`src/sv/bagsel_ram.sv`:
```
// Simple dual-port RAM: one write port, one read port with registered read data.
// Standalone; width and depth come from its parameters.
module bagsel_ram #(
  parameter int WIDTH = 8,
  parameter int DEPTH = 16
) (
  input  logic                     clk,
  input  logic                     wr_en,
  input  logic [$clog2(DEPTH)-1:0] wr_addr,
  input  logic [WIDTH-1:0]         wr_data,
  input  logic                     rd_en,
  input  logic [$clog2(DEPTH)-1:0] rd_addr,
  output logic [WIDTH-1:0]         rd_data
);

  logic [WIDTH-1:0] mem [DEPTH];

  always_ff @(posedge clk) begin
    if (wr_en) begin
      mem[wr_addr] <= wr_data;
    end
    if (rd_en) begin
      rd_data <= mem[rd_addr];
    end
  end

endmodule

```
`config.mk`:
```
export PLATFORM = sky130hd
export DESIGN_NAME = bagsel_ram
export DESIGN_NICKNAME = d
export VERILOG_FILES = /design/src/sv/bagsel_ram.sv
export SDC_FILE = /design/constraint.sdc
export NUM_CORES = 1
export LEC_CHECK = 0
export ABC_CLOCK_PERIOD_IN_PS = 2800
export BUFFER_PORTS_ARGS = -buffer_cell sky130_fd_sc_hd__buf_2
export CAP_MARGIN = 20
export CORE_MARGIN = 4
export CORE_UTILIZATION = 40
export CTS_CLUSTER_DIAMETER = 30
export CTS_CLUSTER_SIZE = 28
export DETAILED_ROUTE_END_ITERATION = 16
export MAX_ROUTING_LAYER = met4
export PLACE_DENSITY = 0.54
export SETUP_SLACK_MARGIN = 0.15
export SKIP_CTS_REPAIR_TIMING = 1
export SYNTH_ARGS = -nofsm -noshare
export SYNTH_HDL_FRONTEND = slang
export SYNTH_SLANG_ARGS = --single-unit
```
`constraint.sdc`:
```
create_clock -name clk -period 2.8 [get_ports clk]
set_input_delay 0.56 -clock clk [delete_from_list [all_inputs] [get_ports clk]]
set_output_delay 0.56 -clock clk [all_outputs]
set_load 0.005 [all_outputs]
```
# --- Yosys cells after proc, flatten, opt, wreduce, memory -nomap -nowiden ---
# Memory sizes are Yosys's and may differ from the RTL's. A register that Yosys moved wholly into a read port is not among the register bits.
# Index checks and enable logic that the tools add are counted.
word_totals:
  n_memories: 1
  out_inout_bits: 8
  register_bits: 0
  mem_bits_rw: 128
op_classes:
  mux: 2
mem_list:
  columns: ["name", "depth", "width", "read_ports", "rd_ports_with_merged_regs", "wr", "line_no", "rtl"]
  rows:
  - ["mem", 16, 8, 1, 1, 1, "16", "logic [WIDTH-1:0] mem [DEPTH];"]
op_table:
  columns: ["operator", "count"]
  rows:
  - ["2-to-1 mux 1 bit", 2]

# --- Depth between registers and ports, before layout ---
# Gate-level depths: netlist (run 1).
logic_depth:
  depth_word: 2
  depth_mapped: 5

# --- Worst setup path after synthesis (run 1) ---
# Ideal clock, no wire load.
synth_path:
  path_kind: "input port to flip-flop"
  start: "in wr_addr[2]"
  end: "mem mem[0][0], enable pin"
  path_slack_ns: 0.747
  stages: 2
  t_arrival_ns: 1.670
  setup_time_ns: 0.383
  n_path_buf: 0
  cell_sequence: "or3b_2 -> nor3_1"
synth_lines:
  columns: ["item", "line_no", "rtl"]
  rows:
  - ["from (decl)", "9", "input logic [$clog2(DEPTH)-1:0] wr_addr,"]
  - ["to (decl)", "16", null]
# No word-level cell before the write port.

==> key figures, run 1 <==
Routing
  • Vias after detailed routing: 2,422
  • DRT Wirelength: 10,120 um
  • Initial drt markers: 209
  • WL per Instance: 21.66 um
  • Post-route antenna net violation count: 0
  • TritonRoute pass-1 iters: 4
  • DRC Markers: 0
  • Routed vias/inst: 5.186

Setup path
  • CP arrival: 2.01 ns
  • CP Class: input pin to register
  • FF-to-FF End: rd_data[3]
  • Crit path capture type: register
  • Required @ worst endpoint: 2.96 ns
  • CP Max Fanout: 10
  • Setup slack, reg-to-reg: 1.30 ns
  • Worst R2R Start: mem[1][3]
  • Reg2reg path depth: 3
  • CP Launch Type: input pin

STA
  • Fin Clk Skew: 0.01003 ns
  • Final period util: 66.12%
  • RSZ-0062 raised after global routing: false
  • Min Tclk post-route: 1.851 ns
  • Max-slew headroom: 48.91%
  • Final hold vios: 0
  • Endpoints failing setup: 0
  • Peak Freq: 540.2 MHz
  • Final hold slack: 0.5383 ns
  • Slew @ Worst Pin: 0.7648 ns
  • Setup TNS: 0 ns
  • Max-slew violation count: 0

Pwr
  • LEAKAGE: 2.078 nW
  • Power density over the cells: 732.3 nW/um^2
  • Peak VDD IR: 0.0003635 V

GRT
  • Vias in the first global route: 2,580
  • Total track usage: 15.39%
  • Total grt overflow: 0
  • Largest net degree at the start of global routing: 18
  • Antenna violations before repair: 0
  • First-pass GRT wire length: 15,660 um

Yosys
  • Synth Area in Simple Gates: 3.135%
  • Post-synth ARST share: 0%
  • Xor/xnor share of the synthesized area: 0%
  • Area leader, netlist: edfxtp_1
  • Syn_area_per_cell: 22.83 um^2
  • Synth cell types: 18
  • Sequential share of the synthesized area: 78.12%
  • Most frequent cells after synthesis: edfxtp_1, mux4_2, a22oi_1
  • Yosys warns: 0
  • Top FF cell, synth: edfxtp_1
  • Multiplexer share of the synthesized area: 14.79%
  • Area share of fa/ha/maj cells after synthesis: 0%
  • Yosys top cell area share: 78.12%
  • EDFF count, synth: 136
  • Main combinational cell family by area after synthesis: multiplexers
  • Synthesized flop and latch total: 136
  • Syn nets: 248
  • Synth top area cells: edfxtp_1, mux4_2, mux4_1, a22oi_1, nor2_1
  • Mapped Area: 5228 um^2
  • Post-synthesis compound-gate area fraction: 2.298%
  • Syn Inst Count: 229
  • Cell with the most instances after synthesis: edfxtp_1

Job
  • Max Cap Viol: 0

Final layout
  • Final Instance Area: 6195 um^2
  • Fin cells: 467
  • Multi-input gate area: 1057 um^2
  • Layout Area Growth over Synthesis: 18.50%
  • Share of post-route cells with drive strength above 1: 29.49%
  • # fillers: 1,097
  • Nets: 302
  • Diode count: 0
  • Reg area: 4084 um^2

Place
  • Dpl hpwl: 6414 um
  • Cells after DPL: 436
  • Gpl congestion: 0.7237
  • Placed Area: 5654 um^2
  • Port Buf Inserts: 26

Status
  • Status: complete, no violations

Clock tree
  • CTS max path bufs: 2
  • Clk_lat worst skew: 0.41 ns
  • Worst-path clk slew: 0.05 ns
  • Count of clock tree sinks: 136
  • Cts bufs inserted: 17
  • CTS tree: built
  • H-tree depth: 4
  • CTS Root Cell: clkbuf_16

Floorplan
  • Initial core utilization: 41.09%
  • # IOs: 27
  • Die X: 122.3 um
  • Row count: 41
  • Core area: 12,720 um^2
  • Die ar.: 14,960 um^2
  • Chip height: 122.3 um

Worst hold path
  • Worst hold stages: 1
  • Hold Path Class: input pin to register
  • Hold path start: rd_en
  • Hold EP: rd_data[0]
-- per-layer routing --
| metal | global-route usage, % | vias up | share of wire [%] |
|---|---|---|---|
| met3 | 4.009 | 7 | 4.3 |
| li1 | - | 1090 | - |
| met5 | - | - | 0 |
| met1 | 20.18 | 1267 | 44 |
| met2 | 23.19 | 58 | 50 |
| met4 | 6.088 | 0 | 1.2 |
-- registers in the layout, indices dropped and copies added (netlist names) --
signal   cells
rd_data      8
mem        128
-- layout by cell type (no fill, tap or decap) --
cell type	count
edfxtp_1	136
buf_2	26
mux4_2	18
clkbuf_16	17
buf_4	17
a22oi_1	16
mux4_1	14
nor2_1	13
nand2_1	9
clkinv_1	8
nor3_1	4
nand3b_1	2
nand2b_1	2
clkinv_2	2
bufinv_16	2
clkinvlp_4	2
buf_12	2
nor2b_1	1
and2_1	1
and2b_1	1
nand3_1	1
or3b_2	1
-- worst max path at each step --
stage | start | to | slack (ns) | cells after the start
floorplan | wr_addr[2] | mem[0][0] | 0.75 | 2
global placement | rd_addr[0] | rd_data[5] | 0.49 | 5
detailed placement | rd_addr[0] | rd_data[5] | 0.48 | 5
CTS | rd_addr[0] | rd_data[5] | 0.91 | 5
global route | rd_addr[0] | rd_data[2] | 0.85 | 5
finish | rd_addr[0] | rd_data[5] | 0.95 | 5
-- where the power goes --
part	switching [W]	internal, W
logic	0.000116	0.0000893
clock network	0.000750	0.00127
registers	0.0000126	0.00230
-- metrics by stage --
stage          utilization (%)  power, W  setup WS (ns)
2_1_floorplan                -  0.002461         0.7471
5_1_grt                  48.69  0.004714         0.8453
4_1_cts                  48.69  0.004586         0.9087
6_report                 48.69  0.004536         0.9487
3_5_place_dp             44.44  0.002561         0.4820
3_3_place_gp             44.44  0.002558         0.4883
-- layout make-up --
cell class              instances  area share (%)
well taps                     172           3.474
clock buffers                  17           6.867
flip-flops and latches        136           65.93
multi-input cells              83           17.07
clock inverters                14           1.858
repair buffers                 45           4.807
-- cell families after synthesis --
logic type / after synthesis
buffers and inverters: 10
muxes: 32
DFF: 136
AOI/OAI and AO/OA: 16
and+or+nand+nor: 35
-- critical path, stage by stage --
cell     delay, ns
buf_2         0.28
buf_4         0.28
mux4_1        0.59
a22oi_1       0.22
nand2_1       0.07
Power figures use the tool's default switching activity.
==> run 2, diff against run 1 <==
- ABC_CLOCK_PERIOD_IN_PS: 2800 -> 1860
- clock period: 2.8 -> 1.86 ns (I/O delays scaled with it)
==> run 2 against run 1 <==
Sequential power grew 50%. Total power rose by 49%. Design area grew 0.46%. Combinational power increased by 60%. Clock-buffer cell count rose by 3. Critical path type unchanged.
==> key figures, run 2 (synthesis results as in run 1) <==
Clock tree
  • CTS tree: built
  • CTS max path bufs: 2 (unchanged)
  • Cts bufs inserted: 17 (unchanged)
  • Count of clock tree sinks: 136 (unchanged)
  • Worst-path clk slew: 0.06 ns (about the same)
  • H-tree depth: 4 (unchanged)
  • CTS Root Cell: clkbuf_16
  • Clk_lat worst skew: 0.41 ns (about the same)

STA
  • Peak Freq: 642.6 MHz
  • RSZ-0062 raised after global routing: false
  • Min Tclk post-route: 1.556 ns
  • Slew @ Worst Pin: 0.7315 ns (-0.03333 ns)
  • Endpoints failing setup: 0 (unchanged)
  • Max-slew violation count: 0 (unchanged)
  • Final period util: 83.66%
  • Fin Clk Skew: 0.008704 ns (-0.001324 ns)
  • Final hold vios: 0 (unchanged)
  • Setup ws final: 0.3039 ns (-0.6448 ns)
  • Max-slew headroom: 51.05% (+2.1 points)
  • Setup TNS: 0 ns (unchanged)

Pwr
  • Total power draw: 0.006756 W (+49%)
  • LEAKAGE: 2.106 nW (+1.4%)
  • Peak VDD IR: 0.0005664 V (+56%)
  • Power density over the cells: 1085 nW/um^2 (+48%)

Setup path
  • Worst stage delay on the critical path: 0.53 ns (-0.06 ns)
  • Worst R2R Start: mem[8][2]
  • CP Buf/Inv Count: 3 (+1)
  • CP Launch Type: input pin
  • CP arrival: 1.69 ns (-0.32 ns)
  • Setup slack, reg-to-reg: 0.33 ns (-0.97 ns)
  • Critical path cell sequence: buf_2 -> buf_12 -> buf_4 -> mux4_1 -> a22oi_1 -> nand2_1
  • Required @ worst endpoint: 1.99 ns (-0.97 ns)
  • Reg2reg path depth: 3 (unchanged)
  • Crit path max-delay family: multiplexers
  • CP Class: input pin to register
  • CP Max Fanout: 11 (+1)
  • Critical Path Source: rd_addr[0]
  • Crit path capture type: register
  • Critical path's slowest cell: mux4_1
  • FF-to-FF End: rd_data[2]

Worst hold path
  • Hold path start: rd_en
  • Worst hold stages: 1 (unchanged)
  • Hold EP: rd_data[3]
  • Hold Path Class: input pin to register

Place
  • Setup WS pre-CTS: -0.1329 ns (-0.6149 ns)
  • Gpl congestion: 0.7137 (-1.4%)
  • Port Buf Inserts: 26 (unchanged)
  • Dpl hpwl: 6981 um (+8.8%)

GRT
  • Vias in the first global route: 2,612 (+1.2%)
  • First-pass GRT wire length: 16,060 um (+2.5%)
  • Total track usage: 16.03% (+0.64 points)
  • Largest net degree at the start of global routing: 23 (+5)
  • GRT met2 Usage: 24.32% (+1.1 points)
  • Global routing usage on met1: 20.44% (+0.26 points)
  • Total grt overflow: 0 (unchanged)
  • GR Util met3: 5.161% (+1.2 points)
  • Busiest grt layer: met2
  • Antenna violations before repair: 0 (unchanged)

Floorplan
  • # IOs: 27 (unchanged)
  • Core area: 12,720 um^2 (unchanged)
  • Die ar.: 14,960 um^2 (unchanged)
  • Die X: 122.3 um (unchanged)
  • Chip height: 122.3 um (unchanged)
  • Initial core utilization: 41.09% (unchanged)
  • Row count: 41 (unchanged)

Final layout
  • Layout Area Growth over Synthesis: 19.05%
  • Leading cell type in the layout, fill and taps excluded: edfxtp_1
  • Most flops, register: mem
  • Largest regs: mem (128), rd_data (8)
  • Nets: 306 (+1.3%)
  • Diode count: 0 (unchanged)
  • Max FFs per register: 128 (unchanged)
  • Post-layout util: 48.92% (+0.23 points)
  • Most frequent cells in the layout: edfxtp_1, buf_2, buf_4
  • Share of post-route cells with drive strength above 1: 32.00% (+2.5 points)

Job
  • Max Cap Viol: 0 (unchanged)

Routing
  • WL per Instance: 22.13 um (+2.2%)
  • Post-route antenna net violation count: 0 (unchanged)
  • DRT Wirelength: 10,450 um (+3.3%)
  • DRC Markers: 0 (unchanged)
  • Routed vias/inst: 5.265 (+1.5%)
  • TritonRoute pass-1 iters: 4 (unchanged)
  • Initial drt markers: 185 (-11%)
  • Vias after detailed routing: 2,485 (+2.6%)

Status
  • Status: complete, no violations
run 2: cell count changes in the layout (fill, tap and decap cells not counted), sizes merged:
cell	previous run	this run
buf	45	49
bufinv	2	1
clkbuf	17	20
clkinvlp	2	1
run 2: how the worst max path moves through the flow:
stage | endpoint | cells past startpoint
3_3_place_gp | rd_data[3] | 6
4_1_cts | rd_data[3] | 6
2_1_floorplan | rd_data[1] | 5
6_report | rd_data[3] | 6
5_1_grt | rd_data[3] | 6
3_5_place_dp | rd_data[3] | 6
run 2: area by class of cell:
cell class,instances,area [um^2]
fillers,1076,6499
flip-flops and latches,136,4084
multi-input cells,83,1062
clock buffers,20,436.7
repair buffers,49,340.3
well taps,172,215.2
clock inverters,12,85.08
run 2: stage by stage:
stage / instance area [um^2] / std cells / hold WS [ns]
floorplan: 5233 / 229 / 0.4709
global placement: 5702 / 440 / 0.7394
detailed placement: 5702 / 440 / 0.7526
CTS: 6223 / 472 / 0.3273
global route: 6223 / 472 / 0.3218
finish: 6223 / 472 / 0.3471
run 2: routing by layer:
metal	share of wire, %	routed length (um)	vias up
li1	-	-	1092
met1	43	4464	1308
met2	49	5170	77
met3	6.7	702	8
met4	1.1	110	0
met5	0	0	-
run 2: power breakdown:
part | switching (W) | internal, W | total [W]
Combinational | 0.000184 | 0.000143 | 0.000328
Clock | 0.00115 | 0.00180 | 0.00295
Sequential | 0.0000189 | 0.00346 | 0.00347
