[src/sv/bagsel_pkg.sv]
// Shared constants, field types and control structs for the best-arm gap selector.
// Depends on nothing; every other file of the block but bagsel_ram imports it.
package bagsel_pkg;

  localparam int MAX_ARMS    = 64;
  localparam int ID_W        = 10;
  localparam int BOUND_W     = 32;
  localparam int TAG_W       = 16;
  localparam int EPS_W       = 31;
  localparam int DIFF_W      = BOUND_W + 1;
  localparam int IDX_W       = $clog2(MAX_ARMS);
  localparam int CNT_W       = $clog2(MAX_ARMS + 1);
  localparam int RAM_DEPTH   = 2 * MAX_ARMS;
  localparam int RAM_AW      = $clog2(RAM_DEPTH);
  localparam int QUEUE_DEPTH = 2;
  localparam int QPTR_W      = $clog2(QUEUE_DEPTH);
  localparam int QCNT_W      = $clog2(QUEUE_DEPTH + 1);
  localparam int CFG_IDX_W   = 1;
  localparam int CFG_W       = EPS_W;

  localparam logic [CFG_IDX_W-1:0] CFG_GAP_EPSILON  = CFG_IDX_W'(0);
  localparam logic [CFG_IDX_W-1:0] CFG_STOP_FEATURE = CFG_IDX_W'(1);

  typedef struct packed {
    logic [ID_W-1:0]           id;
    logic signed [BOUND_W-1:0] lower;
    logic signed [BOUND_W-1:0] upper;
    logic [TAG_W-1:0]          tag;
  } arm_word_t;

  localparam int ARM_W = $bits(arm_word_t);

  // Summary of one closed set, handed from the loader to the scanner.
  typedef struct packed {
    logic                      bank;
    logic [CNT_W-1:0]          count;
    logic                      err;
    logic [ID_W-1:0]           first_id;
    arm_word_t                 ldr;
    logic                      stop_present;
    logic signed [BOUND_W-1:0] stop_lower;
  } set_desc_t;

  typedef struct packed {
    logic valid;
    logic bank;
  } bank_rel_t;

  typedef struct packed {
    logic [EPS_W-1:0] gap_epsilon;
    logic [ID_W-1:0]  stop_feature;
  } cfg_t;

endpackage

[src/sv/bagsel_if.sv]
// Valid/ready channel interfaces for arm items and selection results.
// Depends on bagsel_pkg for field widths.
interface bagsel_in_if import bagsel_pkg::*; ();
  logic                      valid;
  logic                      ready;
  logic [ID_W-1:0]           feature_id;
  logic signed [BOUND_W-1:0] lower_bound;
  logic signed [BOUND_W-1:0] upper_bound;
  logic [TAG_W-1:0]          group_tag;
  logic                      last_arm;

  modport source (output valid, feature_id, lower_bound, upper_bound, group_tag, last_arm,
                  input ready);
  modport sink (input valid, feature_id, lower_bound, upper_bound, group_tag, last_arm,
                output ready);
endinterface


[src/sv/bagsel_front.sv]
// Arm loader: takes arm transfers, writes them to the arm RAM, tracks the leader,
// tag spread and stop feature, and queues a set summary on the last arm. Uses bagsel_pkg.
module bagsel_front import bagsel_pkg::*; (
  input  logic              clk,
  input  logic              rst_n,
  bagsel_in_if.sink         in_arm,
  input  cfg_t              cfg,
  input  bank_rel_t         rel,
  input  logic              q_full,
  output logic              push,
  output set_desc_t         push_desc,
  output logic              wr_en,
  output logic [RAM_AW-1:0] wr_addr,
  output arm_word_t         wr_data
);

  logic                      bank_r, bank_nxt;
  logic [1:0]                busy_r, busy_nxt;
  logic [CNT_W-1:0]          count_r, count_nxt, count_upd;
  logic                      differ_r, differ_nxt, differ_upd;
  logic                      present_r, present_nxt, present_upd;
  logic signed [BOUND_W-1:0] stop_lower_r, stop_lower_upd;
  arm_word_t                 ldr_r, ldr_upd;
  logic [ID_W-1:0]           first_id_r, first_id_upd;
  logic [TAG_W-1:0]          first_tag_r, first_tag_upd;
  arm_word_t                 arm;
  logic                      accept, store, close;

  assign in_arm.ready = !busy_r[bank_r] && !q_full;

  always_comb begin
    arm.id    = in_arm.feature_id;
    arm.lower = in_arm.lower_bound;
    arm.upper = in_arm.upper_bound;
    arm.tag   = in_arm.group_tag;
    accept    = in_arm.valid && in_arm.ready;
    // Arms past the RAM capacity are dropped, but their last flag still counts.
    store     = accept && (count_r != CNT_W'(MAX_ARMS));
    close     = accept && in_arm.last_arm;

    count_upd      = count_r;
    differ_upd     = differ_r;
    present_upd    = present_r;
    stop_lower_upd = stop_lower_r;
    ldr_upd        = ldr_r;
    first_id_upd   = first_id_r;
    first_tag_upd  = first_tag_r;

    if (store) begin
      count_upd = count_r + 1'b1;
      if (count_r == '0) begin
        ldr_upd       = arm;
        first_id_upd  = arm.id;
        first_tag_upd = arm.tag;
      end else begin
        if (arm.tag != first_tag_r) begin
          differ_upd = 1'b1;
        end
        // Strict compare keeps the earliest arm on a tie.
        if (arm.lower > ldr_r.lower) begin
          ldr_upd = arm;
        end
      end
      if (!present_r && (arm.id == cfg.stop_feature)) begin
        present_upd    = 1'b1;
        stop_lower_upd = arm.lower;
      end
    end

    push                   = close;
    push_desc.bank         = bank_r;
    push_desc.count        = count_upd;
    push_desc.err          = !differ_upd;
    push_desc.first_id     = first_id_upd;
    push_desc.ldr          = ldr_upd;
    push_desc.stop_present = present_upd;
    push_desc.stop_lower   = stop_lower_upd;

    count_nxt   = count_upd;
    differ_nxt  = differ_upd;
    present_nxt = present_upd;
    bank_nxt    = bank_r;
    if (close) begin
      count_nxt   = '0;
      differ_nxt  = 1'b0;
      present_nxt = 1'b0;
      bank_nxt    = !bank_r;
    end

    busy_nxt = busy_r;
    if (rel.valid) begin
      busy_nxt[rel.bank] = 1'b0;
    end
    if (close) begin
      busy_nxt[bank_r] = 1'b1;
    end

    wr_en   = store;
    wr_addr = {bank_r, count_r[IDX_W-1:0]};
    wr_data = arm;
  end

  always_ff @(posedge clk) begin
    if (!rst_n) begin
      bank_r    <= 1'b0;
      busy_r    <= '0;
      count_r   <= '0;
      differ_r  <= 1'b0;
      present_r <= 1'b0;
    end else begin
      bank_r    <= bank_nxt;
      busy_r    <= busy_nxt;
      count_r   <= count_nxt;
      differ_r  <= differ_nxt;
      present_r <= present_nxt;
    end
  end

  always_ff @(posedge clk) begin
    stop_lower_r <= stop_lower_upd;
    ldr_r        <= ldr_upd;
    first_id_r   <= first_id_upd;
    first_tag_r  <= first_tag_upd;
  end

endmodule

[src/flat_wrapper.sv]
// flat-port wrapper written by rule: the top's interface ports become plain ports
module bagsel_front_flat import bagsel_pkg::*;
  (clk, rst_n, cfg, rel, q_full, push, push_desc, wr_en, wr_addr, wr_data, in_arm_valid, in_arm_feature_id, in_arm_lower_bound, in_arm_upper_bound, in_arm_group_tag, in_arm_last_arm, in_arm_ready);
  bagsel_in_if in_arm_i ();
  input  logic clk;
  input  logic rst_n;
  input  cfg_t cfg;
  input  bank_rel_t rel;
  input  logic q_full;
  output logic push;
  output set_desc_t push_desc;
  output logic wr_en;
  output logic [RAM_AW-1:0] wr_addr;
  output arm_word_t wr_data;
  input wire logic [$bits(in_arm_i.valid)-1:0] in_arm_valid;
  input wire logic [$bits(in_arm_i.feature_id)-1:0] in_arm_feature_id;
  input wire logic [$bits(in_arm_i.lower_bound)-1:0] in_arm_lower_bound;
  input wire logic [$bits(in_arm_i.upper_bound)-1:0] in_arm_upper_bound;
  input wire logic [$bits(in_arm_i.group_tag)-1:0] in_arm_group_tag;
  input wire logic [$bits(in_arm_i.last_arm)-1:0] in_arm_last_arm;
  output wire logic [$bits(in_arm_i.ready)-1:0] in_arm_ready;
  assign in_arm_i.valid = in_arm_valid;
  assign in_arm_i.feature_id = in_arm_feature_id;
  assign in_arm_i.lower_bound = in_arm_lower_bound;
  assign in_arm_i.upper_bound = in_arm_upper_bound;
  assign in_arm_i.group_tag = in_arm_group_tag;
  assign in_arm_i.last_arm = in_arm_last_arm;
  assign in_arm_ready = in_arm_i.ready;
  bagsel_front u_core (.clk(clk), .rst_n(rst_n), .in_arm(in_arm_i), .cfg(cfg), .rel(rel), .q_full(q_full), .push(push), .push_desc(push_desc), .wr_en(wr_en), .wr_addr(wr_addr), .wr_data(wr_data));
endmodule
[config.mk]
export PLATFORM = sky130hd
export DESIGN_NAME = bagsel_front_flat
export DESIGN_NICKNAME = d
export VERILOG_FILES = /design/src/sv/bagsel_pkg.sv /design/src/sv/bagsel_if.sv /design/src/sv/bagsel_front.sv /design/src/flat_wrapper.sv
export SDC_FILE = /design/constraint.sdc
export NUM_CORES = 1
export LEC_CHECK = 0
export BUFFER_PORTS_ARGS = -buffer_cell sky130_fd_sc_hd__buf_2
export CAP_MARGIN = 10
export CORE_AREA = 2 2 149 151
export CTS_CLUSTER_DIAMETER = 60
export DETAILED_ROUTE_END_ITERATION = 16
export DIE_AREA = 0 0 151 153
export GPL_TIMING_DRIVEN = 1
export HOLD_SLACK_MARGIN = 0.06
export MAX_ROUTING_LAYER = met4
export PLACE_DENSITY_LB_ADDON = 0.3
export SYNTH_ARGS = -nofsm -noshare
export SYNTH_HDL_FRONTEND = slang
export SYNTH_SLANG_ARGS = --single-unit
[constraint.sdc]
create_clock -name clk -period 6.16 [get_ports clk]
set_clock_uncertainty 0.05 [all_clocks]
set_input_delay 1.232 -clock clk [delete_from_list [all_inputs] [get_ports clk]]
set_output_delay 1.232 -clock clk [all_outputs]
set_load 0.05 [all_outputs]
# Yosys cells after proc, flatten, opt, wreduce, memory -nomap -nowiden
# Index checks and enable logic that the tools add are counted.
# op_classes
magnitude_cmp,5
addsub,1
reduce_logical,15
n_bitwise,4
mux,21
n_eq_ne,3
# ops
op,count
two-way mux 90 bit,3
two-way mux 32 bit,2
greater-than comparator 32 bit,1
two-way mux 10 bit,2
!= test 16 bit,1
equality test 10 bit,1
two-way mux 1 bit,9
"adder 7 x 1 -> 7 bit, second input constant",1
logical AND 1 bit,7
logical NOT 7 bit,1
two-way mux 7 bit,1
"!= test 7 bit, second input constant",1
logical NOT 1 bit,5
"less-than comparator 1 x 2 -> 1 bit, second input constant",2
two-way mux 2 bit,2
AND 2 bit,1
demux 1 bit (select 1 bit),2
"greater-or-equal comparator 1 bit, second input constant",2
NOT 2 bit,1
OR 2 bit,1
AND reduction 2 bit,1
OR reduction 2 bit,1
NOT 1 bit,1
# totals
input_bits,138
register_bits,160
out_inout_bits,242
word_cells,61

# Logic depth before layout (Yosys ltp)
# Gate-level depths: netlist of run 1.
# logic_depth
word_depth,9
depth_mapped,10
ltp_nobuf,9

# Worst setup path before layout of run 1
# OpenSTA, ideal clock, no wires.
# synth_timing
path_kind,input port to output port
start,input port q_full
end,output port push_desc[117] (netlist bit)
n_path_buf,1
arrival_time_ps,4671
required_ps,4878
slack_ps,207
cell_stages,7
path_cell_list,a211oi_1 nand2_1 a21oi_2 nand3_1 a2bb2oi_4 buf_6 mux2_1
# synth_lines
item,line,text
"start, declared",flat_wrapper.sv:9,input logic q_full;
"end, declared",flat_wrapper.sv:11,output set_desc_t push_desc;

==> results.cfg, run 1 <==
[sta]
slew_violations = 0
tightestPinTransition_ns = 0.658
tns_ns = 0
hold_viol = 0
hold_ws_ns = 0.398
finalCritPeriodShare = 0.893
slew_headroom = 0.561
clock.fmax_mhz = 182
setup_viol = 0
post-route-min-period_ns = 5.50
rsz0062_at_grt = no

[power]
combPwrFrac = 0.507
seq_power_share = 0.287
p_switching_mw = 2.47
ir_worst_vdd_uv = 277
internal_power_mw = 2.73
clkPwrFrac = 0.206
power.leakage_nw = 4.54
p_per_area_nw_per_um2 = 572
switching_share = 0.475

[min_path]
hp-class = reg -> reg
hold_start = u_core.first_id_r[6]

[worst_setup_path]
r2r_cells = 9
cpMaxStageDelayCell = nor4_1
path_delay_family = buffers and inverters
max_stage_delay_ns = 0.57
critPathBufInv = 3
crit_path_frequent_cell = buf_2
start_kind = input port
path_depth = 10
critPathMaxFanout = 39
endpoint_kind = output pin
reg2reg_to = u_core.ldr_r[45]
crit_start = in_arm_lower_bound[23]
crit_end = push_desc[76]
reg2reg_slack_ns = 2.92
r2r_start = u_core.count_r[0]
crit_required_ns = 4.88
crit_type = in -> out
arrival_ns = 4.22
crit_path_cell_trace = buf_2 > ha_1 > nand4_1 > nor4_1 > o311a_1 > o41a_1 > a2bb2oi_4 > buf_4 > mux2_2 > buf_2

[finish]
nNetsFinal = 1057
regArea_sq_um = 3360
final_area_sq_um = 9100
area_growth_pct = 25.8
final_cell_mix = buf_2, dfxtp_1, mux2_2
drive_above_1_share = 0.562
multi_input_area_sq_um = 2860
fin_util = 0.423
final_common_cell = buf_2
nFillCells = 2107
diodes = 0

[synthesis]
synthDistinctLibCells = 39
async_flop_share = 0
ys_ff_latch = 160
syn_area_per_cell_sq_um = 11.5
yosys_most_used_dff = dfxtp_1
synth_top_family_by_area = multiplexers
syn_nets = 800
syn_area_sq_um = 7230
synth-warning-count = 0
synthXorXnorAreaFrac = 0.0400
synth_simple_gate_area_share = 0.0654
synth-edff-count = 16
synth_compound_area_frac = 0.0303
synth_fa_ha_area_frac = 0.0588
yosysSeqAreaShare = 0.465
muxShareOfSynthArea = 0.200
synthesis.instances = 628

[floorplan]
die_w_um = 151
die_h_um = 153
num_rows = 54
fp.coreArea_sq_um = 21500
die_area_sq_um = 23100
ios = 380
initial_core_util = 0.337

[place]
routabilityCongestion = 0.739
dpl.hpwl_um = 13200
io_buffers = 348
placed_area_sq_um = 8500

[detailed_routing]
routed_wl_um = 17100
vias = 5128
dr.pass1.iters = 4
wl_per_cell_um = 14.5
vias_per_cell = 4.35
ant_nets = 0
drc = 0
first_iter_violations = 146

[cts]
post_cts_buffers = 0
cts-root-buf = clkbuf_16
path_clk_slew_ns = 0.07
cts_sinks = 160
ctsHoldBuffers = 0
h-tree-depth = 4
clk_latency_ns = 0.42
cts.repair.resized = 0
cts_made_buffers = 17
ctsLongestPathBuffers = 2
cts_tree = built

[grt]
use_met3 = 0.0418
grt_usage = 0.150
grt_start_max_net_pins = 52
use_met2 = 0.258
met1_usage = 0.165
overflow = 0
antenna_found_initial = 0
grt_pass1_wl_um = 25900
grt-busiest-layer = met2
grt_pass1_vias = 4933

[run_status]
status = finished clean

[run]
cap_violations = 0
==> layer usage <==
metal | share of wire | up-vias
met4 | 0.017 | 0
met2 | 0.50 | 196
li1 | - | 2548
met1 | 0.42 | 2369
met3 | 0.064 | 15
met5 | 0 | -
==> cells by family after synthesis <==
group	count (synthesis)
simple gates	95
buf+inv	152
compound gates	32
mux	122
flops	160
fa+ha+maj	34
xor+xnor	33
==> cells in the mapped netlist (3+ instances only) <==
master / number / area [sq um]
o21ai_0: 7 / 35.0
mux2_4: 20 / 300
buf_4: 99 / 743
buf_6: 9 / 101
nand4_1: 13 / 81.3
mux2_1: 4 / 45.0
and2_1: 3 / 18.8
nor4_1: 6 / 37.5
a21oi_1: 12 / 60.1
nand2_1: 44 / 165
ha_1: 34 / 425
dfxtp_1: 144 / 2880
xnor2_1: 17 / 149
xor2_1: 16 / 140
mux2_2: 98 / 1100
edfxtp_1: 16 / 480
buf_2: 4 / 20.0
inv_1: 38 / 143
nand2b_1: 4 / 25.0
nor2b_1: 12 / 75.1
nor2_1: 4 / 15.0
nand3_1: 3 / 15.0
==> tightest hold or removal path: cells and delay by family, from the launching register on <==
family	cells	cell delay, ns
flip-flops	1	0.31
AND/OR/NAND/NOR	2	0.11
==> cell type report <==
cell class,count,share of cell area
multi-input cells,316,0.315
flip-flops and latches,160,0.370
clock inverters,13,0.0155
clock buffers,19,0.0499
inverters,38,0.0157
repair buffers,352,0.196
well taps,280,0.0385
==> flip-flops by register name (all words and copies together) (netlist names) <==
name,cells
u_core.bank_r,1
u_core.busy_r,2
u_core.count_r,7
u_core.differ_r,1
u_core.first_id_r,10
u_core.first_tag_r,16
u_core.ldr_r,90
u_core.present_r,1
u_core.stop_lower_r,32
==> worst min-delay path by stage <==
stage	endpoint	slack, ns	cells past startpoint
floorplan	u_core.busy_r[1]	0.44	2
global placement	u_core.first_id_r[6]	0.38	2
detailed placement	u_core.first_id_r[5]	0.38	2
CTS	u_core.first_id_r[7]	0.40	2
global route	u_core.first_id_r[1]	0.42	2
finish	u_core.first_id_r[6]	0.40	2
==> power groups by stage <==
stage               Clock [mW]  Sequential [mW]  Combinational [mW]
floorplan                    0             1.49                2.20
finish                    1.07             1.49                2.64
CTS                       1.11             1.50                2.67
detailed placement           0             1.52                2.66
global placement             0             1.51                2.64
global route              1.16             1.53                2.79
==> per-stage QoR <==
step,cells,power (mW),worst slack [ns]
finish,1178,5.21,0.660
global route,1178,5.48,0.417
CTS,1178,5.28,0.522
detailed placement,1146,4.18,0.529
global placement,1146,4.15,0.553
floorplan,628,3.69,0.207
Note: power is estimated with default switching activity, not from simulation.
==> run 2, diff against run 1 <==
ABC_AREA = 1   (was default)
CORE_AREA = 2 2 147 149   (was 2 2 149 151)
DIE_AREA = 0 0 149 151   (was 0 0 151 153)
==> run 2 against run 1 <==
Compared with the run above: fmax increased by 5.6%; first-iteration DRC count rose by 47%; via count grew 29%; critical path type unchanged; utilization is 2.7 points higher; sequential power is 14% lower; critical path depth grew 7; die area down 2.6%.
==> results.cfg, run 2 <==
[run_status]
status = finished clean

[finish]
area_growth_pct = 23.1
reg_top3 = u_core.ldr_r x90, u_core.stop_lower_r x32, u_core.first_tag_r x16
multi_input_area_sq_um = 2890
drive_above_1_share = 0.326
finalNonFillerCells = 1493
nFillCells = 2140
largest-register = u_core.ldr_r
final_common_cell = buf_2
final_cell_mix = buf_2, nand2_1, dfxtp_1
nNetsFinal = 1377
diodes = 0
regArea_sq_um = 3360
largest_reg_flops = 90

[grt]
grt_usage = 0.180
grt_pass1_vias = 6007
antenna_found_initial = 0
met1_usage = 0.220
overflow = 0
grt_start_max_net_pins = 91
use_met2 = 0.294
grt-busiest-layer = met2
use_met3 = 0.0506
grt_pass1_wl_um = 30900

[floorplan]
die_w_um = 149
die_area_sq_um = 22500
initial_core_util = 0.366
num_rows = 53
ios = 380
fp.coreArea_sq_um = 20800
die_h_um = 151

[place]
dpl.hpwl_um = 14500
post-place-cells = 1461
io_buffers = 348
routabilityCongestion = 0.797

[synthesis]
synthesis.instances = 969
syn_area_per_cell_sq_um = 7.86
ys_ff_latch = 160
synth_common_cells = nand2_1, dfxtp_1, inv_1
syn_area_sq_um = 7620
yosysMostFrequentCell = nand2_1
yosys_most_used_dff = dfxtp_1
synthTopCellsByArea = dfxtp_1, nand2_1, buf_4
async_flop_share = 0
synthDistinctLibCells = 37
synth-warning-count = 0
yosysSeqAreaShare = 0.442
synth-edff-count = 16
yosysTopAreaCell = dfxtp_1
synth_top_area_frac = 0.379
syn_nets = 1141

[sta]
tns_ns = 0
clock.fmax_mhz = 192
tightestPinTransition_ns = 0.656
post-route-min-period_ns = 5.21
hold_viol = 0
slew_violations = 0
finalCritPeriodShare = 0.845
slew_headroom = 0.563
rsz0062_at_grt = no
setup_viol = 0

[worst_setup_path]
crit_type = in -> out
start_kind = input port
critPathMaxFanout = 90
endpoint_kind = output pin
arrival_ns = 3.92
max_stage_delay_ns = 0.52
crit_path_frequent_cell = nand2_1
cpMaxStageDelayCell = nand2_8
crit_required_ns = 4.88
crit_path_cell_trace = buf_2 > ha_1 > nand2_1 > nor2_1 > nand2_1 > inv_2 > nand2_1 > nor2_2 > nand2_1 > nand3_1 > nand2_1 > nand3_2 > nand2_4 > nand2_8 > nand2_1 > nand2_1 > buf_2

[cts]
h-tree-depth = 4
clk_latency_ns = 0.42
cts_made_buffers = 17
cts_tree = built
ctsLongestPathBuffers = 2
ctsHoldBuffers = 0
cts_sinks = 160
path_clk_slew_ns = 0.07
post_cts_buffers = 0
cts.repair.resized = 0
cts-root-buf = clkbuf_16

[detailed_routing]
dr.pass1.iters = 4
vias = 6638
first_iter_violations = 215
ant_nets = 0
vias_per_cell = 4.45
drc = 0
wl_per_cell_um = 13.3
routed_wl_um = 19800

[power]
p_per_area_nw_per_um2 = 405
ir_worst_vdd_uv = 182
power.leakage_nw = 5.16

[min_path]
hp-class = reg -> reg

[run]
cap_violations = 0
==> run 2: cell count changes after synthesis, moves of 6 or more <==
| cell | delta |
|---|---|
| inv_1 | +65 |
| nor2b_1 | -12 |
| nand3_1 | +94 |
| nor2_1 | +24 |
| nand4_1 | -6 |
| nand2_1 | +254 |
| mux2_4 | -20 |
| o21ai_1 | +16 |
| xor2_1 | -8 |
| mux2_2 | -98 |
| buf_2 | +16 |
| o21ai_0 | +19 |
==> run 2: routing by layer <==
metal | vias to the layer above | share of wire
li1 | 3434 | -
met1 | 2978 | 0.45
met2 | 213 | 0.48
met3 | 13 | 0.067
met4 | 0 | 0.0091
met5 | - | 0
==> run 2: final timing paths <==
path,startpoint,slack (ns),cells after the start,endpoint
setup / recovery,in_arm_lower_bound[31],0.95,17,push_desc[76]
hold / removal,u_core.ldr_r[27],0.39,2,u_core.ldr_r[27]
setup reg to reg,u_core.ldr_r[79],3.30,15,u_core.ldr_r[89]
hold reg to reg,u_core.ldr_r[27],0.39,2,u_core.ldr_r[27]
==> run 2: cell families (layout without fill, tap and decap cells) <==
| kind of cell | after synthesis | count (layout) | share of synthesized area |
|---|---|---|---|
| AOI/OAI and AO/OA | 66 | 66 | 0.0467 |
| xor gates and xnor gates | 23 | 23 | 0.0265 |
| adders and majority gates | 34 | 34 | 0.0559 |
| buffers and inverters | 239 | 488 | 0.179 |
| DFF | 160 | 160 | 0.442 |
| and+or+nand+nor | 447 | 447 | 0.250 |
==> run 2: power breakdown <==
part | switching, mW | internal, mW
Clock | 0.518 | 0.554
Combinational | 1.12 | 0.318
Sequential | 0.0570 | 1.23
==> run 2: cell type report <==
class	count	area share
timing repair buffer	351	0.189
sequential	160	0.359
inverter	105	0.0422
tap	275	0.0367
clock inverter	15	0.0196
multi-input combinational	570	0.308
clock buffer	17	0.0454
==> run 2: metrics by stage <==
step | hold WS [ns] | power (mW) | util | instance area [sq um] | worst slack [ns]
final | 0.389 | 3.80 | 0.450 | 9380 | 0.954
after global routing | 0.411 | 4.01 | 0.450 | 9380 | 0.615
after CTS | 0.393 | 3.85 | 0.450 | 9380 | 0.886
after detailed placement | 0.374 | 2.76 | 0.421 | 8770 | 0.891
after global placement | 0.371 | 2.75 | 0.421 | 8770 | 0.914
after floorplan | 0.400 | 2.46 | - | 7620 | 1.39
==> run 2: critical path, delay by kind of cell <==
family / cells / cell delay, ns
simple gates: 13 / 1.80
buf+inv: 3 / 0.49
fa+ha+maj: 1 / 0.34
