<file path="src/sv/bagsel_pkg.sv">
// Shared constants, field types and control structs for the best-arm gap selector.
// Depends on nothing; every other file of the block but bagsel_ram imports it.
package bagsel_pkg;

  localparam int MAX_ARMS    = 64;
  localparam int ID_W        = 10;
  localparam int BOUND_W     = 32;
  localparam int TAG_W       = 16;
  localparam int EPS_W       = 31;
  localparam int DIFF_W      = BOUND_W + 1;
  localparam int IDX_W       = $clog2(MAX_ARMS);
  localparam int CNT_W       = $clog2(MAX_ARMS + 1);
  localparam int RAM_DEPTH   = 2 * MAX_ARMS;
  localparam int RAM_AW      = $clog2(RAM_DEPTH);
  localparam int QUEUE_DEPTH = 2;
  localparam int QPTR_W      = $clog2(QUEUE_DEPTH);
  localparam int QCNT_W      = $clog2(QUEUE_DEPTH + 1);
  localparam int CFG_IDX_W   = 1;
  localparam int CFG_W       = EPS_W;

  localparam logic [CFG_IDX_W-1:0] CFG_GAP_EPSILON  = CFG_IDX_W'(0);
  localparam logic [CFG_IDX_W-1:0] CFG_STOP_FEATURE = CFG_IDX_W'(1);

  typedef struct packed {
    logic [ID_W-1:0]           id;
    logic signed [BOUND_W-1:0] lower;
    logic signed [BOUND_W-1:0] upper;
    logic [TAG_W-1:0]          tag;
  } arm_word_t;

  localparam int ARM_W = $bits(arm_word_t);

  // Summary of one closed set, handed from the loader to the scanner.
  typedef struct packed {
    logic                      bank;
    logic [CNT_W-1:0]          count;
    logic                      err;
    logic [ID_W-1:0]           first_id;
    arm_word_t                 ldr;
    logic                      stop_present;
    logic signed [BOUND_W-1:0] stop_lower;
  } set_desc_t;

  typedef struct packed {
    logic valid;
    logic bank;
  } bank_rel_t;

  typedef struct packed {
    logic [EPS_W-1:0] gap_epsilon;
    logic [ID_W-1:0]  stop_feature;
  } cfg_t;

endpackage

</file>
<file path="src/sv/bagsel_queue.sv">
// Small FIFO of closed-set summaries between the loader and the scanner.
// Uses bagsel_pkg for the summary type and depth.
module bagsel_queue import bagsel_pkg::*; (
  input  logic      clk,
  input  logic      rst_n,
  input  logic      push,
  input  set_desc_t push_desc,
  input  logic      pop,
  output set_desc_t head,
  output logic      empty,
  output logic      full
);

  set_desc_t         slot_r [QUEUE_DEPTH];
  logic [QPTR_W-1:0] wr_ptr_r, wr_ptr_nxt, rd_ptr_r, rd_ptr_nxt;
  logic [QCNT_W-1:0] cnt_r, cnt_nxt;
  logic              do_push, do_pop;

  always_comb begin
    empty   = (cnt_r == '0);
    full    = (cnt_r == QCNT_W'(QUEUE_DEPTH));
    head    = slot_r[rd_ptr_r];
    do_push = push && !full;
    do_pop  = pop && !empty;

    wr_ptr_nxt = wr_ptr_r;
    rd_ptr_nxt = rd_ptr_r;
    cnt_nxt    = cnt_r;
    if (do_push) begin
      wr_ptr_nxt = (wr_ptr_r == QPTR_W'(QUEUE_DEPTH - 1)) ? '0 : wr_ptr_r + 1'b1;
    end
    if (do_pop) begin
      rd_ptr_nxt = (rd_ptr_r == QPTR_W'(QUEUE_DEPTH - 1)) ? '0 : rd_ptr_r + 1'b1;
    end
    if (do_push && !do_pop) begin
      cnt_nxt = cnt_r + 1'b1;
    end else if (do_pop && !do_push) begin
      cnt_nxt = cnt_r - 1'b1;
    end
  end

  always_ff @(posedge clk) begin
    if (!rst_n) begin
      wr_ptr_r <= '0;
      rd_ptr_r <= '0;
      cnt_r    <= '0;
    end else begin
      wr_ptr_r <= wr_ptr_nxt;
      rd_ptr_r <= rd_ptr_nxt;
      cnt_r    <= cnt_nxt;
    end
  end

  always_ff @(posedge clk) begin
    if (do_push) begin
      slot_r[wr_ptr_r] <= push_desc;
    end
  end

endmodule

</file>
<file path="config.mk">
export PLATFORM = sky130hd
export DESIGN_NAME = bagsel_queue
export DESIGN_NICKNAME = d
export VERILOG_FILES = /design/src/sv/bagsel_pkg.sv /design/src/sv/bagsel_queue.sv
export SDC_FILE = /design/constraint.sdc
export NUM_CORES = 1
export LEC_CHECK = 0
export BUFFER_PORTS_ARGS = -buffer_cell sky130_fd_sc_hd__buf_2
export CORE_MARGIN = 3
export CORE_UTILIZATION = 25
export DETAILED_ROUTE_END_ITERATION = 10
export HOLD_SLACK_MARGIN = 0.12
export PLACE_DENSITY_LB_ADDON = 0.08
export SYNTH_ARGS = -nofsm -noshare
export SYNTH_HDL_FRONTEND = slang
export SYNTH_SLANG_ARGS = --single-unit
</file>
<file path="constraint.sdc">
create_clock -name clk -period 7.9 [get_ports clk]
set_input_delay 1.58 -clock clk [delete_from_list [all_inputs] [get_ports clk]]
set_output_delay 1.58 -clock clk [all_outputs]
set_load 0.03 [all_outputs]
</file>
=== Yosys cells after proc, flatten, opt, wreduce, memory -nomap -nowiden ===
Memory sizes are Yosys's and may differ from the RTL's. A register that Yosys moved wholly into a read port is not among the register bits.
Index checks and enable logic that the tools add are counted.

* Register bits: 4
* Bits in writable memories: 284
* Input port bits: 146
* Output and inout bits: 144
* Memories: 1

* Add/subtract/negate cells: 4
* Equal/unequal tests: 1
* Mux-type cells: 8
* Reduce and logical (&&, ||, !) cells: 10

{| class="wikitable"
|+ Memory list
! name !! depth !! bits a word !! rd ports !! clocked after Yosys merged registers in !! write ports !! RTL line !! RTL
|-
| slot_r || 2 || 142 || 1 || 1 || 1 || bagsel_queue.sv:14 || <nowiki>set_desc_t slot_r [QUEUE_DEPTH];</nowiki>
|}

{| class="wikitable"
|+ Operators with widths
! operator !! number
|-
| 1-bit 2-to-1 mux || 6
|-
| 1-bit logical AND || 4
|-
| 1-bit zero test || 4
|-
| 2-bit 2-to-1 mux || 2
|-
| 1-bit adder (second input constant) || 2
|-
| 2-bit by 1-bit adder with 2-bit output (second input constant) || 1
|-
| 2-bit == test (second input constant) || 1
|-
| 2-bit zero test || 1
|-
| 2-bit nonzero test || 1
|-
| 2-bit by 1-bit subtractor with 2-bit output (second input constant) || 1
|}

=== Logic depth before layout (Yosys ltp) ===
Gate-level depths: netlist of run 1.

* Word-level depth: 7
* Gate-level depth with buffers: 7

=== Least setup slack after synthesis of run 1 ===
OpenSTA, ideal clock, no wires.

* Kind: input to register
* From: input port push
* To: memory slot_r[0][0] (netlist name) (enable)
* Setup time: 0.619 ns
* Arrival: 7.125 ns
* Path slack: 0.156 ns
* Cell stages on the path: 2
* Path buffers: 0
* Cell sequence: inv_1 -> nor3_2

* Longest elaborated chain between the ends: 3

{| class="wikitable"
|+ Ends and longest elaborated chain
! what !! RTL line !! RTL
|-
| start: declaration || bagsel_queue.sv:6 || <nowiki>input logic push,</nowiki>
|-
| 1-bit logical AND || bagsel_queue.sv:23 || <nowiki>do_push = push && !full;</nowiki>
|-
| 1-bit 2-to-1 mux || bagsel_queue.sv:55 || <nowiki>if (do_push) begin</nowiki>
|-
| 1-bit 2-to-1 mux (not written as such) || bagsel_queue.sv:56 || <nowiki>slot_r[wr_ptr_r] <= push_desc;</nowiki>
|-
| end: declaration || bagsel_queue.sv:14 ||
|}

Every way passes these cells.

==> summary.txt, run 1 <==
Clock network
  – Root Buffer: clkbuf_16
  – Clock latency on the worst-skew pair: 0.51 ns
  – CTS clock-pin slew for the worst setup and hold paths: 0.06 ns
  – # hold bufs at CTS: 0
  – TritonCTS clock tree: built
  – Clock sink count: 289
  – Cts repair resizes: 0
  – Clock Tree Buf Depth: 3
  – Setup Buffers After CTS: 0
  – H-tree Lvls: 2
  – Total CTS buffers: 36

Place
  – GPL Wtd Cong: 0.7124
  – DP HPWL: 16,090 um
  – Port bufs: 289

Drt
  – Initial DRC Count: 153
  – Routed Wire Length: 24,180 um
  – Drt pass-1 iters: 4
  – Via Count: 5,412
  – Drt drc: 0
  – Routed len/inst: 17.44 um
  – Post-DRT Antenna Nets: 0
  – Via density: 3.902

Pwr
  – Leak: 5.282 nW
  – Peak supply drop: 0.1963 mV
  – Power per cell area: 360.8 nW/um2
  – Power, Total: 5.067 mW

Setup path
  – Critical Path Fanout Max: 142
  – Worst r2r path cells: 5
  – CP Capture Type: primary output
  – Reg-to-Reg Start: cnt_r[0]
  – Critical Path AT: 2.35 ns
  – R2R Setup Slk: 5.48 ns
  – Startpoint types: flip-flop
  – Crit Path Class: reg2out
  – Worst Path Required: 6.32 ns
  – R2r endpoint: slot_r[0][59]

Yosys
  – Net Count, Synth: 614
  – Sequential cell area fraction in the yosys report: 79.86%
  – Post-synth EDFFs: 284
  – Post-Syn Area per Cell: 23.14 um2
  – Cells after synthesis: 467
  – Synthesis Warnings: 0
  – Yosys cell types: 21
  – Dominant synthesized flop cell: edfxtp_1
  – Share of the synthesized area in the top cell type: 78.93%
  – Syn Std Cell Area: 10,800 um2
  – Post-synth top area cell: edfxtp_1
  – Synth top area cells: edfxtp_1 79%, mux2_4 11%, mux2_2 6.5%, buf_6 1.0%, dfxtp_1 0.93%
  – Async SR Flop Fraction: 0%
  – Flops & latches, synth: 289

Timing
  – Fin. Hold Viols: 0
  – Max Slew Vio Count: 0
  – RSZ-0062 raised after global routing: no
  – Tightest Pin Transition: 1.192 ns
  – F_max: 0.2545 GHz
  – Fin Setup TNS: 0 ns
  – Max_slew headroom: 20.52%
  – Skew final: 0.009188 ns
  – Final hold slack: 0.5425 ns
  – Post-route minimum period: 3.930 ns
  – Endpoints failing setup: 0
  – Tcrit/Tclk final: 49.75%

Min path
  – HP Class: reg2reg
  – Worst Hold Path EP: cnt_r[1]
  – Hold Crit Start: cnt_r[1]
  – Worst hold stages: 2

Floorplan
  – Full die area: 45,750 um2
  – Die height: 213.9 um
  – I/O pin count: 290
  – Row count: 75
  – Core area: 42,320 um2
  – Starting Density: 25.53%
  – Die width: 213.9 um

Global routing
  – Global-route wire length before repair: 35,000 um
  – Initial antenna violation count: 8
  – Largest net degree at the start of global routing: 143
  – Global Route Usage Sum: 10.24%
  – Vias in the first global route: 5,983
  – Total grt overflow: 0

Finish
  – Core Util, Final: 33.18%
  – NumNets Final: 931
  – Share of cells above drive strength 1: 60.59%
  – Area grow syn2layout: 29.98%

Status
  – Status: finished clean

Run
  – Max-cap violations: 0
-- power breakdown --
part	internal (mW)	switching, mW	total [mW]
registers	1.93	0.0460	1.98
logic	0.557	0.970	1.53
clock network	0.980	0.584	1.56
total	3.47	1.60	5.07
-- worst max-delay path, stage by stage (launching register included) --
cell     delay, ns
dfxtp_4       0.34
buf_12        0.56
mux2_2        0.42
buf_2         0.18
-- per-layer routing --
layer	vias to the layer above	track usage [%]	share of wire [%]
met5	-	0	0.25
met2	210	16.52	46
met3	45	5.296	12
met4	10	3.988	2.3
met1	2648	11.56	39
li1	2499	-	-
-- Yosys cell counts, drive strengths merged, types with 2 or more instances --
master,n
inv,2
o21ai,2
and2,3
dfxtp,5
buf,16
edfxtp,284
xnor2,2
mux2,142
a21boi,2
nor2,2
-- cell usage in the layout, fill, tap and decap left out --
cell type,instances
dfxtp_1,4
bufinv_16,4
edfxtp_1,284
clkinv_2,7
mux2_4,80
a21boi_0,1
clkbuf_1,6
clkinv_1,6
ha_1,1
xnor2_1,2
nor3_4,1
xor2_1,1
or3_1,1
and2_1,3
o21ai_1,1
buf_2,289
mux2_2,62
nor2_1,2
dfxtp_4,1
nand2b_1,1
clkinvlp_4,1
inv_1,2
o21ai_0,1
diode_2,3
and3_4,1
buf_4,5
o21a_1,1
buf_12,1
clkbuf_16,37
a21boi_1,1
-- stage by stage --
stage | cell area [um2] | setup WS [ns] | cells
5_1_grt | 14040 | 3.883 | 1385
2_1_floorplan | 10800 | 0.1563 | 467
3_3_place_gp | 12900 | 4.317 | 1323
6_report | 14040 | 3.970 | 1387
3_5_place_dp | 12900 | 4.275 | 1323
4_1_cts | 14040 | 3.948 | 1384
-- logic make-up after synthesis --
logic type	after synthesis	share of synthesized area, %
multiplexers	142	17.58
XOR/XNOR	3	0.2432
AO/OA/AOI/OAI	5	0.3011
buffers and inverters	18	1.390
adder cells (fa/ha/maj)	1	0.1158
flip-flops	289	79.86
AND/OR/NAND/NOR	9	0.5097
-- registers in the layout (all words and copies together) (netlist names), named ones only --
name / count
wr_ptr_r: 1
cnt_r: 2
rd_ptr_r: 1
slot_r: 284
-- layout make-up --
| type | count | area, um2 |
|---|---|---|
| fill | 4138 | 28280 |
| clock buffer | 43 | 948.4 |
| sequential | 289 | 8632 |
| multi-input combinational | 160 | 2037 |
| clock inverter | 18 | 185.2 |
| antenna | 3 | 7.507 |
| tap | 577 | 721.9 |
| inverter | 2 | 7.507 |
| timing repair buffer | 295 | 1504 |
-- worst max path at each step --
stage / endpoint / slack (ns) / start / cells after the start
final: head[120] / 3.97 / flip-flop / 3
after global routing: head[120] / 3.88 / flip-flop / 3
after CTS: head[24] / 3.95 / flip-flop / 3
after detailed placement: slot_r[0][83] / 4.28 / push / 5
after global placement: slot_r[0][83] / 4.32 / push / 5
after floorplan: slot_r[0][0] / 0.16 / push / 2
No activity file was read; power rests on OpenSTA's default activity.
==> run 2: changes to the inputs <==
==> constraint.sdc (replaced) <==
create_clock -name clk -period 3.6 [get_ports clk]
set_input_delay 0.72 -clock clk [delete_from_list [all_inputs] [get_ports clk]]
set_output_delay 0.72 -clock clk [all_outputs]
set_load 0.03 [all_outputs]
==> run 2 against run 1 <==
- worst hold slack got worse by 0.16 ns
- clock skew rose by 0.0028 ns
- largest power group unchanged
- sequential cell count unchanged
- worst setup slack worse by 3.4 ns
- global-route usage grew 0.17 points
- sequential power grew 120%
- non-clock buffer count increased by 2
- critical path type unchanged
- clock power up 110%
- power grew 120%
- sequential share of layout area unchanged
- critical endpoint is now head[6]
- routed wire length rose by 2.3%
- final cell count unchanged
==> summary.txt, run 2 (synthesis gave the netlist of run 1 again) <==
Floorplan
  – Die width: 213.9 um
  – Row count: 75
  – Die height: 213.9 um
  – Core area: 42,320 um2
  – I/O pin count: 290
  – Starting Density: 25.53%
  – Full die area: 45,750 um2

Timing
  – Endpoints failing setup: 0
  – Max_slew headroom: 55.61%
  – Fin. Hold Viols: 0
  – F_max: 0.3317 GHz
  – Final hold slack: 0.3845 ns
  – Skew final: 0.01198 ns
  – Fin Setup TNS: 0 ns
  – Tightest Pin Transition: 0.6659 ns
  – Post-route minimum period: 3.015 ns
  – Tcrit/Tclk final: 83.75%
  – Fin worst setup slack: 0.5849 ns
  – Max Slew Vio Count: 0
  – RSZ-0062 raised after global routing: no

Setup path
  – Buf/Inv on CP: 2
  – Critical Path Fanout Max: 37
  – Worst Path Required: 2.88 ns
  – Cell at the slowest stage of the critical path: dfxtp_4
  – Top Family by Delay on Critical Path: flip-flops
  – Critical Path AT: 2.30 ns
  – Worst-path cell chain: buf_4, mux2_2, buf_2
  – Startpoint types: flip-flop
  – Crit Path Class: reg2out
  – Worst stage delay on the critical path: 0.71 ns
  – CP Capture Type: primary output

Global routing
  – Global-route wire length before repair: 35,500 um
  – Vias in the first global route: 6,108
  – GRT met2 Usage: 17.38%
  – Global Route Usage Sum: 10.41%
  – Total grt overflow: 0
  – Initial antenna violation count: 10
  – M1 GR Usage: 11.37%
  – Most used routing layer: met2
  – Largest net degree at the start of global routing: 101
  – Met3 Use GR: 5.135%

Pwr
  – Leak: 5.259 nW
  – Power, Total: 10.95 mW
  – Peak supply drop: 0.4076 mV
  – Power per cell area: 779.5 nW/um2

Finish
  – Area grow syn2layout: 29.98%
  – NumNets Final: 932
  – Layout Cells excl Fill: 1,387
  – Most flops, register: slot_r
  – Commonest non-fill, non-tap cell in the layout: buf_2
  – Area occupied by multi-input gates: 2037 um2
  – Largest regs: slot_r x284, cnt_r x2
  – Share of cells above drive strength 1: 60.15%
  – Most frequent cells in the layout: 289 x buf_2, 284 x edfxtp_1, 80 x mux2_4
  – Max reg flops: 284
  – Fill count: 4,117
  – Register Area: 8632 um2

Clock network
  – Clock Tree Buf Depth: 3
  – Clock sink count: 289
  – CTS clock-pin slew for the worst setup and hold paths: 0.05 ns
  – # hold bufs at CTS: 0
  – Setup Buffers After CTS: 0
  – Cts repair resizes: 0
  – TritonCTS clock tree: built
  – Total CTS buffers: 35
  – Clock latency on the worst-skew pair: 0.52 ns
  – Root Buffer: clkbuf_16
  – H-tree Lvls: 2

Drt
  – Post-DRT Antenna Nets: 0
  – Routed len/inst: 17.84 um
  – Via density: 3.934
  – Initial DRC Count: 183
  – Routed Wire Length: 24,750 um
  – Via Count: 5,457
  – Drt drc: 0
  – Drt pass-1 iters: 4

Status
  – Status: finished clean

Place
  – Post-Place Cells: 1,325
  – GPL Wtd Cong: 0.7134
  – Worst slack, placed: 1.049 ns
  – Port bufs: 289
  – DP HPWL: 16,420 um

Min path
  – HP Class: in2reg

Run
  – Max-cap violations: 0
run 2: cell type report:
class,count,area share [%]
diodes,2,0.03564
flip-flops and latches,289,61.47
inverters,2,0.1426
repair buffers,297,11.17
well taps,577,5.141
clock buffers,50,7.012
clock inverters,10,0.5257
multi-input cells,160,14.50
run 2: final timing paths:
check,cells after the start,start,slack (ns),endpoint
max,3,flip-flop,0.58,head[6]
min reg2reg,2,cnt_r[1],0.53,cnt_r[1]
max reg2reg,3,cnt_r[0],1.69,slot_r[1][67]
min,1,push_desc[29],0.38,slot_r[1][29]
run 2: power breakdown:
group	total (mW)	switching [mW]	internal [mW]
sequential	4.40	0.172	4.23
clock	3.24	1.28	1.96
combinational	3.30	2.08	1.22
total	10.9	3.53	7.42
run 2: metrics by stage:
step                      util, %  instance area [um2]
after floorplan                 -                10820
after CTS                   33.17                14040
after global routing        33.18                14040
after global placement      30.67                12980
final                       33.18                14040
after detailed placement    30.67                12980
run 2: routing by layer:
metal  share of wire [%]  vias to the layer above  wire [um]
li1                    -                     2493          -
met1                  39                     2715       9617
met2                  48                      186      11890
met3                  10                       49       2562
met4                 2.4                       14        596
met5                0.34                        -         85
==> run 3: changes to the inputs <==
==> constraint.sdc (replaced) <==
create_clock -name clk -period 3.16 [get_ports clk]
set_input_delay 0.632 -clock clk [delete_from_list [all_inputs] [get_ports clk]]
set_output_delay 0.632 -clock clk [all_outputs]
set_load 0.03 [all_outputs]
==> run 3 against run 2 <==
- via count rose by 0.18%
- register-to-register slack got worse by 0.37 ns
- sequential share of layout area rose by 0.25 points
- worst setup slack got worse by 0.16 ns
- worst hold slack got worse by 0.097 ns
- utilization fell by 0.13 points
- sequential cell count did not move
- final cell count fell by 0.22%
- cell area fell by 0.38%
- critical path depth did not move
- die area did not move
- global-route usage fell by 0.21 points
==> summary.txt, run 3 (synthesis gave the netlist of run 1 again) <==
Status
  – Status: finished clean

Clock network
  – Setup Buffers After CTS: 0
  – Clock sink count: 289
  – Clock Tree Buf Depth: 3
  – Total CTS buffers: 35
  – TritonCTS clock tree: built
  – H-tree Lvls: 2
  – Clock latency on the worst-skew pair: 0.53 ns
  – CTS clock-pin slew for the worst setup and hold paths: 0.05 ns
  – Root Buffer: clkbuf_16
  – Cts repair resizes: 0
  – # hold bufs at CTS: 0

Global routing
  – GRT met2 Usage: 16.36%
  – Largest net degree at the start of global routing: 86
  – Vias in the first global route: 5,924
  – Met3 Use GR: 4.726%
  – Initial antenna violation count: 5
  – M1 GR Usage: 11.77%
  – Global-route wire length before repair: 34,850 um
  – Global Route Usage Sum: 10.20%
  – Total grt overflow: 0
  – Most used routing layer: met2

Drt
  – Routed len/inst: 17.55 um
  – Post-DRT Antenna Nets: 0
  – Routed Wire Length: 24,290 um
  – Via density: 3.950
  – Drt drc: 0
  – Via Count: 5,467
  – Initial DRC Count: 149
  – Drt pass-1 iters: 4

Timing
  – F_max: 0.3662 GHz
  – RSZ-0062 raised after global routing: no
  – Max Slew Vio Count: 0
  – Post-route minimum period: 2.731 ns
  – Endpoints failing setup: 0
  – Fin. Hold Viols: 0
  – Tcrit/Tclk final: 86.41%
  – Tightest Pin Transition: 0.5219 ns
  – Skew final: 0.01820 ns
  – Max_slew headroom: 65.20%

Finish
  – Area grow syn2layout: 29.48%
  – Register Area: 8633 um2
  – Core Util, Final: 33.06%
  – Commonest non-fill, non-tap cell in the layout: buf_2
  – Most frequent cells in the layout: 289 x buf_2, 284 x edfxtp_1, 80 x mux2_4
  – Most flops, register: slot_r
  – Share of cells above drive strength 1: 60.37%
  – Max reg flops: 284
  – Area occupied by multi-input gates: 2044 um2
  – NumNets Final: 931
  – Largest regs: slot_r x284, cnt_r x2
  – Fill count: 4,121

Setup path
  – Critical Path AT: 2.10 ns
  – Critical Path Fanout Max: 54
  – Startpoint types: flip-flop
  – Crit Path Class: reg2out
  – CP Capture Type: primary output
  – Worst Path Required: 2.53 ns

Floorplan
  – I/O pin count: 290
  – Starting Density: 25.53%
  – Row count: 75
  – Die width: 213.9 um
  – Die height: 213.9 um
  – Full die area: 45,750 um2
  – Core area: 42,320 um2

Pwr
  – Power per cell area: 877.4 nW/um2
  – Power, Total: 12.27 mW
  – Leak: 5.232 nW
  – Peak supply drop: 0.4034 mV

Place
  – GPL Wtd Cong: 0.7160
  – DP HPWL: 16,290 um
  – Port bufs: 289

Run
  – Max-cap violations: 0

Min path
  – HP Class: in2reg
-- run 3: changes by cell type in the layout (fill, tap and decap cells not counted), sizes merged --
cell,previous run,this run
clkinv,7,9
inv,2,5
clkinvlp,2,0
buf,297,296
clkbuf,50,46
bufinv,1,0
-- run 3: area by class of cell --
type / count / share of cell area, %
inverters: 2 / 0.1252
clock inverters: 12 / 0.4561
diodes: 2 / 0.03577
flip-flops and latches: 289 / 61.71
repair buffers: 296 / 11.34
well taps: 577 / 5.161
multi-input cells: 160 / 14.61
clock buffers: 46 / 6.556
-- run 3: routing by layer --
layer,up-vias,share of wire [%]
met5,-,0.28
met4,10,2.8
met3,51,10
met2,204,47
met1,2702,39
li1,2500,-
-- run 3: path summary, 6_finish.rpt --
check,from,depth (start not counted),to,slack (ns)
max,flip-flop,3,head[124],0.43
min,push_desc[19],1,slot_r[1][19],0.29
max reg2reg,cnt_r[0],3,slot_r[1][76],1.32
min reg2reg,rd_ptr_r,2,flip-flop,0.58
-- run 3: stage by stage --
step                      cells  instance area, um2  setup WS [ns]  hold WS, ns  TNS, ns
after floorplan             467               10830         -1.289       0.5172  -184.24
after global placement     1324               13000          1.012       0.5376        0
after detailed placement   1324               13000         0.9581       0.5733        0
after CTS                  1382               13980         0.3626       0.2392        0
after global routing       1382               13980         0.3163       0.2542        0
final                      1384               13990         0.4294       0.2875        0
-- run 3: worst max-delay path, cell delays in order, from the launching register on --
cell	delay, ns
dfxtp_4	0.56
buf_12	0.35
mux2_2	0.40
buf_2	0.18
-- run 3: power by group --
group          total (mW)  switching [mW]  internal [mW]
sequential           4.99           0.168           4.82
combinational        3.81            2.39           1.42
clock                3.47            1.44           2.03
